==> src/rtl/core/swm_pkg.sv <==
// Shared constants, types and helpers for the sliding window median filter.
`default_nettype none

package swm_pkg;

   localparam int WINDOW_MAX = 64;
   localparam int DATA_W     = 32;
   localparam int IDX_W      = $clog2(WINDOW_MAX);
   localparam int CNT_W      = IDX_W + 1;
   localparam int AGE_W      = IDX_W;

   typedef logic signed [DATA_W-1:0] sample_type;

   // State one cell shows to its neighbors
   typedef struct packed {
      logic               valid;
      logic               gt;     // entry is greater than the incoming sample (or empty)
      logic [AGE_W-1:0]   age;
      sample_type         value;
   } cell_data_type;

   // Control broadcast to every cell of the chain
   typedef struct packed {
      logic               upd;     // a sample transfer updates the chain
      logic               full;    // window full before this update
      logic               clr;     // empty the window
      logic [IDX_W-1:0]   win_m1;  // effective window size minus one
      sample_type         sample;
   } cell_ctl_type;

   // Bit i set when any bit below i is set in hit
   function automatic logic [WINDOW_MAX-1:0] prefix_below(input logic [WINDOW_MAX-1:0] hit);
      logic [WINDOW_MAX-1:0] acc;
      acc = hit << 1;
      for (int s = 1; s < WINDOW_MAX; s = s * 2) begin
         acc = acc | (acc << s);
      end
      return acc;
   endfunction

   // Window size register to size-minus-one, zero taken as one, saturated at the max
   function automatic logic [IDX_W-1:0] clamp_win_m1(input logic [CNT_W-1:0] size);
      logic [IDX_W-1:0] res;
      if (size == '0) begin
         res = '0;
      end else if (size > CNT_W'(WINDOW_MAX)) begin
         res = IDX_W'(WINDOW_MAX - 1);
      end else begin
         res = IDX_W'(size - 1'b1);
      end
      return res;
   endfunction

endpackage

`default_nettype wire

==> src/rtl/core/swm_cell.sv <==
// One sorting cell: holds one window entry and its age, trades with its neighbors.
`default_nettype none

module swm_cell import swm_pkg::*; (
   input  wire logic          clock,
   input  wire logic          reset,
   input  wire cell_ctl_type  ctl,
   input  wire cell_data_type left,
   input  wire cell_data_type right,
   input  wire logic          evict_lt,  // the evicted entry sits below this cell
   output cell_data_type      own,
   output logic               evict
);

   logic             valid_ff, valid_in;
   sample_type       value_ff, value_in;
   logic [AGE_W-1:0] age_ff, age_in;
   logic             gt;

   assign gt    = !valid_ff || (value_ff > ctl.sample);
   assign evict = ctl.full && valid_ff && (age_ff == ctl.win_m1);

   always_comb begin
      own.valid = valid_ff;
      own.gt    = gt;
      own.age   = age_ff;
      own.value = value_ff;
   end

   // Next entry: shift right above the insertion point, shift left above the eviction
   always_comb begin
      value_in = value_ff;
      age_in   = age_ff + 1'b1;
      if (evict_lt) begin
         if (!right.gt) begin
            value_in = right.value;
            age_in   = right.age + 1'b1;
         end else if (!gt) begin
            value_in = ctl.sample;
            age_in   = '0;
         end
      end else if (evict) begin
         if (left.gt) begin
            value_in = left.value;
            age_in   = left.age + 1'b1;
         end else if (right.gt) begin
            value_in = ctl.sample;
            age_in   = '0;
         end else begin
            value_in = right.value;
            age_in   = right.age + 1'b1;
         end
      end else begin
         if (left.gt) begin
            value_in = left.value;
            age_in   = left.age + 1'b1;
         end else if (gt) begin
            value_in = ctl.sample;
            age_in   = '0;
         end
      end
   end

   // Occupancy grows by one from the bottom until the window is full; clr empties it
   always_comb begin
      valid_in = valid_ff;
      if (ctl.clr) begin
         valid_in = 1'b0;
      end else if (ctl.upd && !ctl.full) begin
         valid_in = left.valid;
      end
   end

   always_ff @(posedge clock) begin
      if (reset) begin
         valid_ff <= 1'b0;
      end else begin
         valid_ff <= valid_in;
      end
   end

   always_ff @(posedge clock) begin
      if (ctl.upd) begin
         value_ff <= value_in;
         age_ff   <= age_in;
      end
   end

endmodule

`default_nettype wire

==> config.mk <==
export PLATFORM = sky130hd
export DESIGN_NAME = swm_cell
export DESIGN_NICKNAME = d
export VERILOG_FILES = /design/src/rtl/core/swm_pkg.sv /design/src/rtl/core/swm_cell.sv
export SDC_FILE = /design/constraint.sdc
export NUM_CORES = 1
export LEC_CHECK = 0
export BUFFER_PORTS_ARGS = -buffer_cell sky130_fd_sc_hd__buf_2
export CORE_ASPECT_RATIO = 2
export CORE_UTILIZATION = 40
export CTS_BUF_LIST = sky130_fd_sc_hd__clkbuf_16
export DETAILED_ROUTE_END_ITERATION = 10
export PLACE_DENSITY = 0.8
export SLEW_MARGIN = 20
export SYNTH_ARGS = -nofsm -noshare
export SYNTH_HDL_FRONTEND = slang
export SYNTH_SLANG_ARGS = --single-unit
==> constraint.sdc <==
create_clock -name clock -period 3.4 [get_ports clock]
set_clock_uncertainty 0.2 [all_clocks]
set_input_delay 0.51 -clock clock [delete_from_list [all_inputs] [get_ports clock]]
set_output_delay 0.51 -clock clock [all_outputs]
set_load 0.005 [all_outputs]
Yosys cells after proc, flatten, opt, wreduce, memory -nomap -nowiden
Index checks and enable logic that the tools add are counted.
{"block": "op_classes", "n_addsub": 3, "magnitude_cmp": 1, "n_eq_ne": 2, "n_mux": 16, "reduce_logical": 9}
{"op": "32-bit 2-to-1 mux", "n": 8}
{"op": "6-bit 2-to-1 mux", "n": 8}
{"op": "32-bit > comparator", "n": 1}
{"op": "6-bit by 1-bit adder with 6-bit output, second input constant", "n": 3}
{"op": "6-bit equality test", "n": 1}
{"op": "4-bit nonzero test", "n": 1}
{"op": "1-bit logical AND", "n": 3}
{"op": "3-bit inequality test, second input constant", "n": 1}
{"op": "3-bit AND reduction", "n": 1}
{"op": "1-bit logical NOT", "n": 2}
{"op": "2-bit OR reduction", "n": 1}
{"op": "1-bit logical OR", "n": 1}
{"block": "totals", "reg_bits": 39, "output_inout_bits": 41, "wordCells": 34}

Depth between registers and ports, before layout
Gate-level depths: netlist (run 1).
{"block": "depth", "word_depth": 6, "depth_mapped": 9}

Least setup slack after synthesis (run 1)
OpenSTA, ideal clock, no wires.
{"block": "synth_timing", "kind": "input to register", "from": "input ctl[30] (netlist bit)", "to": "register value_ff[0] (enable)", "arrival_time_ns": 2.963, "t_required_ns": 2.808, "setup_slack_ns": -0.155, "stages": 9, "n_path_buf": 0, "path_cell_list": "inv_1 ha_1 a21oi_1 nand2_1 a221oi_1 a21oi_1 a211o_4 a31oi_4 and2_1"}
{"block": "synth_via", "elab_chain_len": 4, "word_cells_on_any_way": 5}
{"element": "start, declared", "line": "swm_cell.sv:7", "rtl": "input wire cell_ctl_type ctl,"}
{"element": "32-bit > comparator (*)", "line": "swm_cell.sv:20", "rtl": "assign gt = !valid_ff || (value_ff > ctl.sample);"}
{"element": "1-bit logical OR (*)", "line": "swm_cell.sv:20"}
{"element": "3-bit inequality test (no line) / 4-bit nonzero test (equally long branches)"}
{"element": "3-bit AND reduction (no line) (*)"}
{"element": "end signal, assigned", "line": "swm_cell.sv:84", "rtl": "value_ff <= value_in;"}
{"element": "end, declared", "line": "swm_cell.sv:16", "rtl": "sample_type value_ff, value_in;"}
Mark *: on every way between the ends. The rest lies on a longest branch, timed or not.
A chain may end at the register's enable or synchronous reset.

==> impl_results.md, run 1 <==
- Outcome: complete, no violations
- Setup-failing EPs final: 0
- Detailed Route Iter0 Violations: 226
- Clock tree buffer depth: 2
- Worst hold path type: in2reg
- Crit. End Element: output pin
- Num CTS Buffers: 5
- Critical path launch point: value_ff[14]
- Via count: 3123
- Hold_buf cts: 0
- Synth Flop Type: edfxtp_1
- Syn_nets: 475
- Most used cell, CP: nand2_1
- Total GRT Usage: 0.223
- Die H: 128 um
- Max-slew violations: 0
- CP arrival: 2.43 ns
- Static Leakage: 0.00216 uW
- Achievable Freq: 318 MHz
- Core area: 7660 um^2
- Layout cells sized above 1: 0.408
- Nature of the critical path startpoint: flip-flop
- Register cell area after layout: 1160 um^2
- Number of synthesized flops with an enable pin: 38
- Die X: 65.1 um
- # port buffers: 163
- Setup ws final: 0.257 ns
- PwrDens: 342 nW/um^2
- Non-Filler Instances: 577
- Most common cell after layout, fill and taps aside: buf_2
- Highest net fanout along the worst path: 5
- Routed Antenna Nets: 0
- Worst Reg-to-Reg Cells: 8
- Placed cells: 569
- Pre-CTS setup slack: 0.0993 ns
- RSZ-0062 raised after global routing: no
- Critical-path cell list: ha_1 -> a21oi_1 -> nand2_1 -> a221o_1 -> o31ai_4 -> a211o_4 -> nand2_1 -> buf_2
- Final #Nets: 641
- DP Wirelength: 7310 um
- # diodes: 0
- Syn. warnings: 0
- Crit path buf inv count: 1
- Final design area excluding fillers: 4270 um^2
- Post-cts resize count: 0
- Residual DRC: 0
- Flops & latches, synth: 39
- Ys async rst share: 0
- Final worst-path cycle share: 0.924
- P&R area growth vs syn: 34.3%
- Max-cap violations: 0
- Post-Syn Area: 3180 um^2
- Worst hold stages: 2
- Slew @ Worst Pin: 0.811 ns
- CP required: 2.69 ns
- Sequential share of the synthesized area: 0.365
- Gate Count Post-Synth: 316
- Clock root cell: clkbuf_16
- Post-CTS Setup Inserts: 0
- Hold Fails Final Rpt: 0
- Via-per-instance ratio: 5.41
- Largest net degree at the start of global routing: 36
- Setup TNS: 0 ns
- Area of the die: 8340 um^2
- Worst-Skew Late Latency: 0.28 ns
- Most frequent cells in the layout: buf_2, inv_1, edfxtp_1
- Clock transition at the registers of the reported paths: 0.05 ns
- Placed cell area: 4130 um^2
- First drt pass iteration count: 7
- Rel. slew slack: 0.459
- Initial Util: 0.416
- Number of fillers in the final layout: 700
- Global-route wire length before repair: 14400 um
- Routability Congestion: 0.869
- Final WL: 8980 um
- Top Ports: 165
- Avg Synthesized Cell Area: 10.1 um^2
- Number of H-tree levels: 2
- # rows: 45
- Slowest Stage Delay on Critical Path: 0.40 ns
- Routed WL per cell: 15.6 um
- CTS tree: built
- FF-to-FF Start: value_ff[26]
- HP Start: ctl[38]
- Slowest-stage cell, CP: edfxtp_1
- Clock sinks: 39
- Crit path depth: 8
- Tmin final: 3.14 ns
- Initial antenna violation count: 0
- Multi-input gate area: 1690 um^2
- VDD IR max: 0.325 mV
- Kind of critical path: reg2out
- Remaining Overflow, GRT: 0
- Worst path top cell family by delay: compound AO/OA/AOI/OAI gates
- Vias in the first global route: 3252
- Netlist cell types: 51
==> where the power goes <==
group          switching, uW  internal [uW]
registers               25.8            578
logic                    214            198
clock network            180            265
==> metal layers <==
layer	part of all wire	wire length [um]	global-route usage
met5	0	0	0
met4	0.024	219	0.0997
met2	0.57	5120	0.425
met1	0.35	3150	0.228
met3	0.055	498	0.0383
==> worst register-to-register path: cells and delay by family (launching register included) <==
| family | cells | cell delay, ns |
|---|---|---|
| AO/OA/AOI/OAI | 3 | 0.75 |
| adder cells (fa/ha/maj) | 1 | 0.34 |
| buffers and inverters | 1 | 0.17 |
| flip-flops | 1 | 0.42 |
| AND/OR/NAND/NOR | 3 | 0.83 |
==> cells by family after synthesis <==
group	Yosys count	synth area share
buffers and inverters	82	0.108
AO/OA/AOI/OAI	79	0.212
adder cells (fa/ha/maj)	35	0.138
XOR/XNOR	18	0.0495
AND/OR/NAND/NOR	62	0.125
multiplexers	1	0.00315
flip-flops	39	0.365
==> synthesized netlist by cell type, types with 4 or more instances <==
| library cell | count | area (um^2) |
|---|---|---|
| nand3_1 | 13 | 65.1 |
| xor2_1 | 7 | 61.3 |
| xnor2_1 | 11 | 96.3 |
| o21ai_1 | 4 | 20.0 |
| a222oi_1 | 32 | 320 |
| nand2_1 | 15 | 56.3 |
| a21oi_1 | 17 | 85.1 |
| nand2b_1 | 4 | 25.0 |
| inv_1 | 69 | 259 |
| ha_1 | 35 | 438 |
| nand4_1 | 5 | 31.3 |
| buf_2 | 4 | 20.0 |
| a31oi_1 | 5 | 31.3 |
| edfxtp_1 | 38 | 1140 |
| clkbuf_1 | 4 | 15.0 |
==> final cells by class <==
cell class,instances,share of cell area
sequential,39,0.272
inverter,69,0.0606
multi-input combinational,195,0.395
tap,94,0.0275
clock buffer,5,0.0293
clock inverter,3,0.00293
timing repair buffer,172,0.213
==> final timing paths <==
| path | to | slack [ns] |
|---|---|---|
| worst min register to register | valid_ff | 0.43 |
| worst min-delay path | valid_ff | 0.19 |
| worst max-delay path | own[38] | 0.26 |
| worst max register to register | value_ff[21] | 0.39 |
==> sequential cells by signal, summed over array words and instances (netlist names) <==
signal,flops
valid_ff,1
age_ff,6
value_ff,32
==> metrics by stage <==
stage / hold slack [ns] / util / power, uW
2_1_floorplan: 0.355 / - / 838
3_3_place_gp: 0.402 / 0.539 / 1010
3_5_place_dp: 0.429 / 0.539 / 1020
4_1_cts: 0.184 / 0.557 / 1470
5_1_grt: 0.190 / 0.558 / 1540
6_report: 0.192 / 0.558 / 1460
(Power assumes the default switching activity.)
==> run 2: changes to the inputs <==
- PLACE_DENSITY: 0.8 -> 0.75
==> run 2 against run 1 <==
  * Global-route usage down 0.81 points
  * Power up 4.5%
  * Clock-buffer cell count unchanged
  * Non-clock buffer count unchanged
  * Worst hold slack better by 0.00090 ns
  * Die area unchanged
  * Critical path depth unchanged
  * Sequential power about the same
  * Fmax down 1.9%
  * Clock power up 16%
  * First-iteration DRC count up 20%
==> impl_results.md, run 2 (same netlist as run 1, synthesis figures left out) <==
- Hold Fails Final Rpt: 0 (unchanged)
- Critical-path cell list: ha_1 -> a21oi_1 -> nand2_1 -> a221oi_1 -> a21oi_1 -> a211o_4 -> nand2_1 -> buf_2 (was ha_1 -> a21oi_1 -> nand2_1 -> a221o_1 -> o31ai_4 -> a211o_4 -> nand2_1 -> buf_2)
- GRT met3 Usage: 0.0231 (was 0.0383)
- Total Power: 1530 uW (was 1460 uW)
- Max-slew violations: 0 (unchanged)
- Detailed Route Iter0 Violations: 271 (was 226)
- Final #Nets: 641 (unchanged)
- Via-per-instance ratio: 5.45 (was 5.41)
- Switching share of total power: 0.271 (was 0.287)
- Clock tree buffer depth: 2 (unchanged)
- Tmin final: 3.20 ns (was 3.14 ns)
- Via count: 3140 (was 3123)
- Critical path launch point: value_ff[30] (was value_ff[14])
- FF-to-FF Start: value_ff[30] (was value_ff[26])
- Slowest-stage cell, CP: a221oi_1 (was edfxtp_1)
- Post-cts resize count: 0 (unchanged)
- Total GRT Usage: 0.215 (was 0.223)
- Num CTS Buffers: 5 (unchanged)
- Highest net fanout along the worst path: 5 (unchanged)
- Max-cap violations: 0 (unchanged)
- Crit. End Element: output pin (unchanged)
- Worst-Skew Late Latency: 0.28 ns (about the same)
- Largest regs: value_ff (32), age_ff (6), valid_ff (1) (unchanged)
- Routed WL per cell: 15.3 um (was 15.6 um)
- End of the critical path: own[38] (unchanged)
- P&R area growth vs syn: 34.7% (was 34.3%)
- Remaining Overflow, GRT: 0 (unchanged)
- Vias in the first global route: 3108 (was 3252)
- Most common cell after layout, fill and taps aside: buf_2 (unchanged)
- Static Leakage: 0.00217 uW (was 0.00216 uW)
- First drt pass iteration count: 9 (was 7)
- RSZ-0062 raised after global routing: no (unchanged)
- CP arrival: 2.49 ns (was 2.43 ns)
- Area of the die: 8340 um^2 (unchanged)
- Initial Util: 0.416 (unchanged)
- Kind of critical path: reg2out (unchanged)
- HP Start: reset (was ctl[38])
- Most frequent cells in the layout: buf_2, inv_1, edfxtp_1 (unchanged)
- Pre-CTS setup slack: 0.0903 ns (was 0.0993 ns)
- Clock sinks: 39 (unchanged)
- Slowest Stage Delay on Critical Path: 0.47 ns (was 0.40 ns)
- VDD IR max: 0.295 mV (was 0.325 mV)
- Hold_buf cts: 0 (unchanged)
- Post-CTS Setup Inserts: 0 (unchanged)
- Top Ports: 165 (unchanged)
- Slew @ Worst Pin: 0.646 ns (was 0.811 ns)
- Worst Reg-to-Reg Cells: 9 (was 8)
- Setup TNS: 0 ns (unchanged)
- Clock transition at the registers of the reported paths: 0.06 ns (was 0.05 ns)
- Final WL: 8830 um (was 8980 um)
- Clock power frac: 0.338 (was 0.305)
- Net switching power: 413 uW (was 419 uW)
- Fin Hold WS: 0.192 ns (about the same)
- # rows: 45 (unchanged)
- Die X: 65.1 um (unchanged)
- Residual DRC: 0 (unchanged)
- Setup-failing EPs final: 0 (unchanged)
- Met1 usage: 0.221 (was 0.228)
- Number of H-tree levels: 2 (unchanged)
- R2r endpoint: value_ff[20] (was value_ff[21])
- PwrDens: 356 nW/um^2 (was 342 nW/um^2)
- Most flops, register: value_ff (unchanged)
- Worst hold path type: in2reg (unchanged)
- Final worst-path cycle share: 0.942 (was 0.924)
- Initial antenna violation count: 0 (unchanged)
- Nature of the critical path startpoint: flip-flop (unchanged)
- DP Wirelength: 7170 um (was 7310 um)
- Achievable Freq: 312 MHz (was 318 MHz)
- Sequential power share: 0.396 (was 0.413)
- Setup ws final: 0.197 ns (was 0.257 ns)
- Max FFs per register: 32 (unchanged)
- Layout cells sized above 1: 0.409 (was 0.408)
- Global-route wire length before repair: 13800 um (was 14400 um)
- Clock root cell: clkbuf_16 (unchanged)
- Die H: 128 um (unchanged)
- GRT busiest layer: met2 (unchanged)
- CTS tree: built (unchanged)
- Routability Congestion: 0.799 (was 0.869)
- P_int: 1110 uW (was 1040 uW)
- Reg2reg setup slack: 0.31 ns (was 0.39 ns)
- CP required: 2.69 ns (about the same)
- Outcome: complete, no violations (unchanged)
- Rel. slew slack: 0.569 (was 0.459)
- # diodes: 0 (unchanged)
- Met2 usage: 0.422 (was 0.425)
- # port buffers: 163 (unchanged)
- Core area: 7660 um^2 (unchanged)
- Largest net degree at the start of global routing: 36 (unchanged)
- Routed Antenna Nets: 0 (unchanged)
- Gate power share: 0.266 (was 0.282)
-- run 2: cell count changes in the layout (fill, tap and decap cells not counted), sizes merged --
| cell | delta |
|---|---|
| bufinv | +1 |
| clkinv | -1 |
| inv | -1 |
-- run 2: cell type report --
class	instances	area, um^2
clock inverters	2	33.8
fillers	722	3370
clock buffers	5	125
inverters	69	259
flip-flops and latches	39	1160
well taps	94	118
repair buffers	172	908
multi-input cells	195	1680
-- run 2: per-stage QoR --
step           cell area, um^2  cells   util
6_report                  4290    576  0.560
5_1_grt                   4290    576  0.560
3_5_place_dp              4130    569  0.539
4_1_cts                   4290    576  0.560
2_1_floorplan             3180    316      -
3_3_place_gp              4130    569  0.539
-- run 2: power by group through the flow --
| stage | Clock [uW] | Combinational (uW) | Sequential, uW |
|---|---|---|---|
| after floorplan | 0 | 224 | 613 |
| after global placement | 0 | 395 | 611 |
| after detailed placement | 0 | 408 | 614 |
| after CTS | 522 | 410 | 604 |
| after global routing | 538 | 455 | 608 |
| final | 515 | 407 | 604 |
-- run 2: layer usage --
layer,share of wire,up-vias
li1,-,1524
met1,0.34,1478
met2,0.58,122
met3,0.047,16
met4,0.026,0
met5,0,-
-- run 2: worst min path at each step --
stage	end	slack (ns)	cells after the start
final	valid_ff	0.19	2
after global routing	valid_ff	0.20	2
after CTS	valid_ff	0.19	2
after detailed placement	valid_ff	0.43	2
after global placement	valid_ff	0.41	2
after floorplan	valid_ff	0.36	2
-- run 2: worst max-delay path: cells and delay by family (launching register included) --
kind                     cells  cell delay [ns]
flip-flops                   1             0.41
AO/OA/AOI/OAI                4             1.19
AND/OR/NAND/NOR              2             0.15
adder cells (fa/ha/maj)      1             0.36
buffers and inverters        1             0.11
==> run 3: changes to the inputs <==
- CORE_ASPECT_RATIO: 2 -> not set
- CORE_MARGIN: not set -> 3
- clock period: 3.4 -> 2.6 ns (I/O delays scaled with it)
==> run 3 against run 2 <==
  * The run now ends with setup timing left
  * Final area rose by 16%
  * Sequential power rose by 31%
  * Core utilization rose by 10 points
  * Worst hold slack got worse by 0.11 ns
  * Global-route usage fell by 0.68 points
  * Wire length rose by 7.0%
  * Die area rose by 8.7%
  * Cell count rose by 11%
  * Power rose by 35%
  * Combinational power rose by 71%
  * Critical path type is now reg2reg
==> impl_results.md, run 3 (same netlist as run 1, synthesis figures left out) <==
- End of the critical path: value_ff[28] (was own[38])
- # diodes: 0 (unchanged)
- Global-route wire length before repair: 14800 um (was 13800 um)
- Nature of the critical path startpoint: flip-flop (unchanged)
- Clock transition at the registers of the reported paths: 0.06 ns (about the same)
- CP required: 2.40 ns (was 2.69 ns)
- RSZ-0062 raised after global routing: yes (was no)
- Final worst-path cycle share: 1.17
- Setup ws final: -0.452 ns (was 0.197 ns)
- Top Ports: 165 (unchanged)
- Final design area excluding fillers: 4960 um^2 (was 4290 um^2)
- Initial antenna violation count: 0 (unchanged)
- Tmin final: 3.05 ns
- Clock root cell: clkbuf_16 (unchanged)
- Clock tree buffer depth: 2 (unchanged)
- Via count: 3290 (was 3140)
- PwrDens: 414 nW/um^2 (was 356 nW/um^2)
- Largest net degree at the start of global routing: 35 (was 36)
- Routability Congestion: 0.837 (was 0.799)
- Clock sinks: 39 (unchanged)
- Setup TNS: -15.62 ns (was 0 ns)
- Max-slew violations: 0 (unchanged)
- Remaining Overflow, GRT: 0 (unchanged)
- Die H: 95.2 um (was 128 um)
- Rel. slew slack: 0.718 (was 0.569)
- Hold Fails Final Rpt: 0 (unchanged)
- Worst hold path type: in2reg (unchanged)
- Outcome: finished, violations left (was complete, no violations)
- Final core occ: 0.662 (was 0.560)
- Initial Util: 0.425 (was 0.416)
- Num CTS Buffers: 5 (unchanged)
- Layout cells sized above 1: 0.498 (was 0.409)
- Highest net fanout along the worst path: 6 (was 5)
- Most common cell after layout, fill and taps aside: buf_2 (unchanged)
- Final #Nets: 698 (was 641)
- FF-to-FF Start: value_ff[1] (was value_ff[30])
- Most flops, register: value_ff (unchanged)
- Detailed Route Iter0 Violations: 228 (was 271)
- # rows: 31 (was 45)
- Failing checks: setup timing
- Final WL: 9450 um (was 8830 um)
- Kind of critical path: reg2reg (was reg2out)
- Area of the die: 9060 um^2 (was 8340 um^2)
- VDD IR max: 0.299 mV (was 0.295 mV)
- CP arrival: 2.85 ns (was 2.49 ns)
- Static Leakage: 0.00250 uW (was 0.00217 uW)
- Max FFs per register: 32 (unchanged)
- Largest regs: value_ff (32), age_ff (6), valid_ff (1) (unchanged)
- Placed cell area: 4530 um^2 (was 4130 um^2)
- Vias in the first global route: 3301 (was 3108)
- Slew @ Worst Pin: 0.421 ns (was 0.646 ns)
- Crit. End Element: flip-flop (was output pin)
- Reg2reg setup slack: -0.45 ns (was 0.31 ns)
- R2r endpoint: value_ff[28] (was value_ff[20])
- Total GRT Usage: 0.208 (was 0.215)
- P&R area growth vs syn: 55.8% (was 34.7%)
- DP Wirelength: 7500 um (was 7170 um)
- Pre-CTS setup slack: -0.469 ns (was 0.0903 ns)
- CTS tree: built (unchanged)
- Number of H-tree levels: 2 (unchanged)
- First drt pass iteration count: 7 (was 9)
- Max-cap violations: 0 (unchanged)
- # port buffers: 163 (unchanged)
- Hold_buf cts: 0 (unchanged)
- Setup-failing EPs final: 39 (was 0)
- Most frequent cells in the layout: buf_2, inv_1, buf_4 (was buf_2, inv_1, edfxtp_1)
- Core area: 7490 um^2 (was 7660 um^2)
- Achievable Freq: 328 MHz
- Routed Antenna Nets: 0 (unchanged)
- HP Start: ctl[38] (was reset)
- Routed WL per cell: 14.8 um (was 15.3 um)
- Worst-Skew Late Latency: 0.28 ns (about the same)
- Worst Reg-to-Reg Cells: 10 (was 9)
- Die X: 95.2 um (was 65.1 um)
- Critical path launch point: value_ff[1] (was value_ff[30])
- Total Power: 2050 uW (was 1530 uW)
- Residual DRC: 0 (unchanged)
- Via-per-instance ratio: 5.15 (was 5.45)
-- run 3: cell types whose count changed in the layout (fill, tap and decap cells not counted), moves of 2 or more --
cell and delta:
buf_12 +3, buf_4 +47, buf_6 +7, clkinv_1 +2, ha_1 -6, ha_4 +6
nand2_1 -2, nand4_2 -2, nand4_4 +2, nor2b_4 +2
-- run 3: area by class of cell --
type	count	area (um^2)
fill	612	2530
multi-input combinational	195	1860
timing repair buffer	229	1420
sequential	39	1160
inverter	69	259
clock buffer	5	125
tap	99	124
clock inverter	3	11.3
-- run 3: stage by stage --
step	cells	hold slack, ns
after global placement	615	0.359
after CTS	633	0.0743
after global routing	639	0.0733
after detailed placement	615	0.368
after floorplan	316	0.267
final	639	0.0785
-- run 3: how the worst min path moves through the flow --
stage | slack, ns | endpoint | depth (start not counted)
2_1_floorplan | 0.27 | valid_ff | 1
3_3_place_gp | 0.36 | valid_ff | 2
3_5_place_dp | 0.37 | valid_ff | 2
4_1_cts | 0.07 | valid_ff | 2
5_1_grt | 0.07 | valid_ff | 2
6_report | 0.08 | valid_ff | 2
-- run 3: worst max-delay path: stages (launching register included) --
cell and delay (ns):
edfxtp_1 0.40, ha_1 0.32, nor2b_4 0.13, o211ai_1 0.14, a2111oi_4 0.38, o31ai_4 0.13
a211o_4 0.35, buf_6 0.12, a31oi_4 0.16, and2_4 0.27, clkbuf_16 0.17
-- run 3: power breakdown --
part	switching, uW	total, uW	internal, uW
clock network	223	568	345
registers	33.0	789	756
logic	322	698	376
-- run 3: timing repair --
action / 4_1_cts / 5_1_grt
setup endpoints to repair: 39 / 39
buffers inserted: 10 / 7
gates cloned: 0 / 1
hold endpoints to repair: 0 / 0
gates resized for setup: 13 / 12
pin swaps: 10 / 2
-- run 3: layer usage --
| metal | vias to the layer above | global-route usage | part of all wire |
|---|---|---|---|
| li1 | 1643 | - | - |
| met1 | 1491 | 0.252 | 0.40 |
| met2 | 149 | 0.380 | 0.50 |
| met3 | 7 | 0.0387 | 0.089 |
| met4 | 0 | 0.0505 | 0.0094 |
| met5 | - | 0 | 0 |
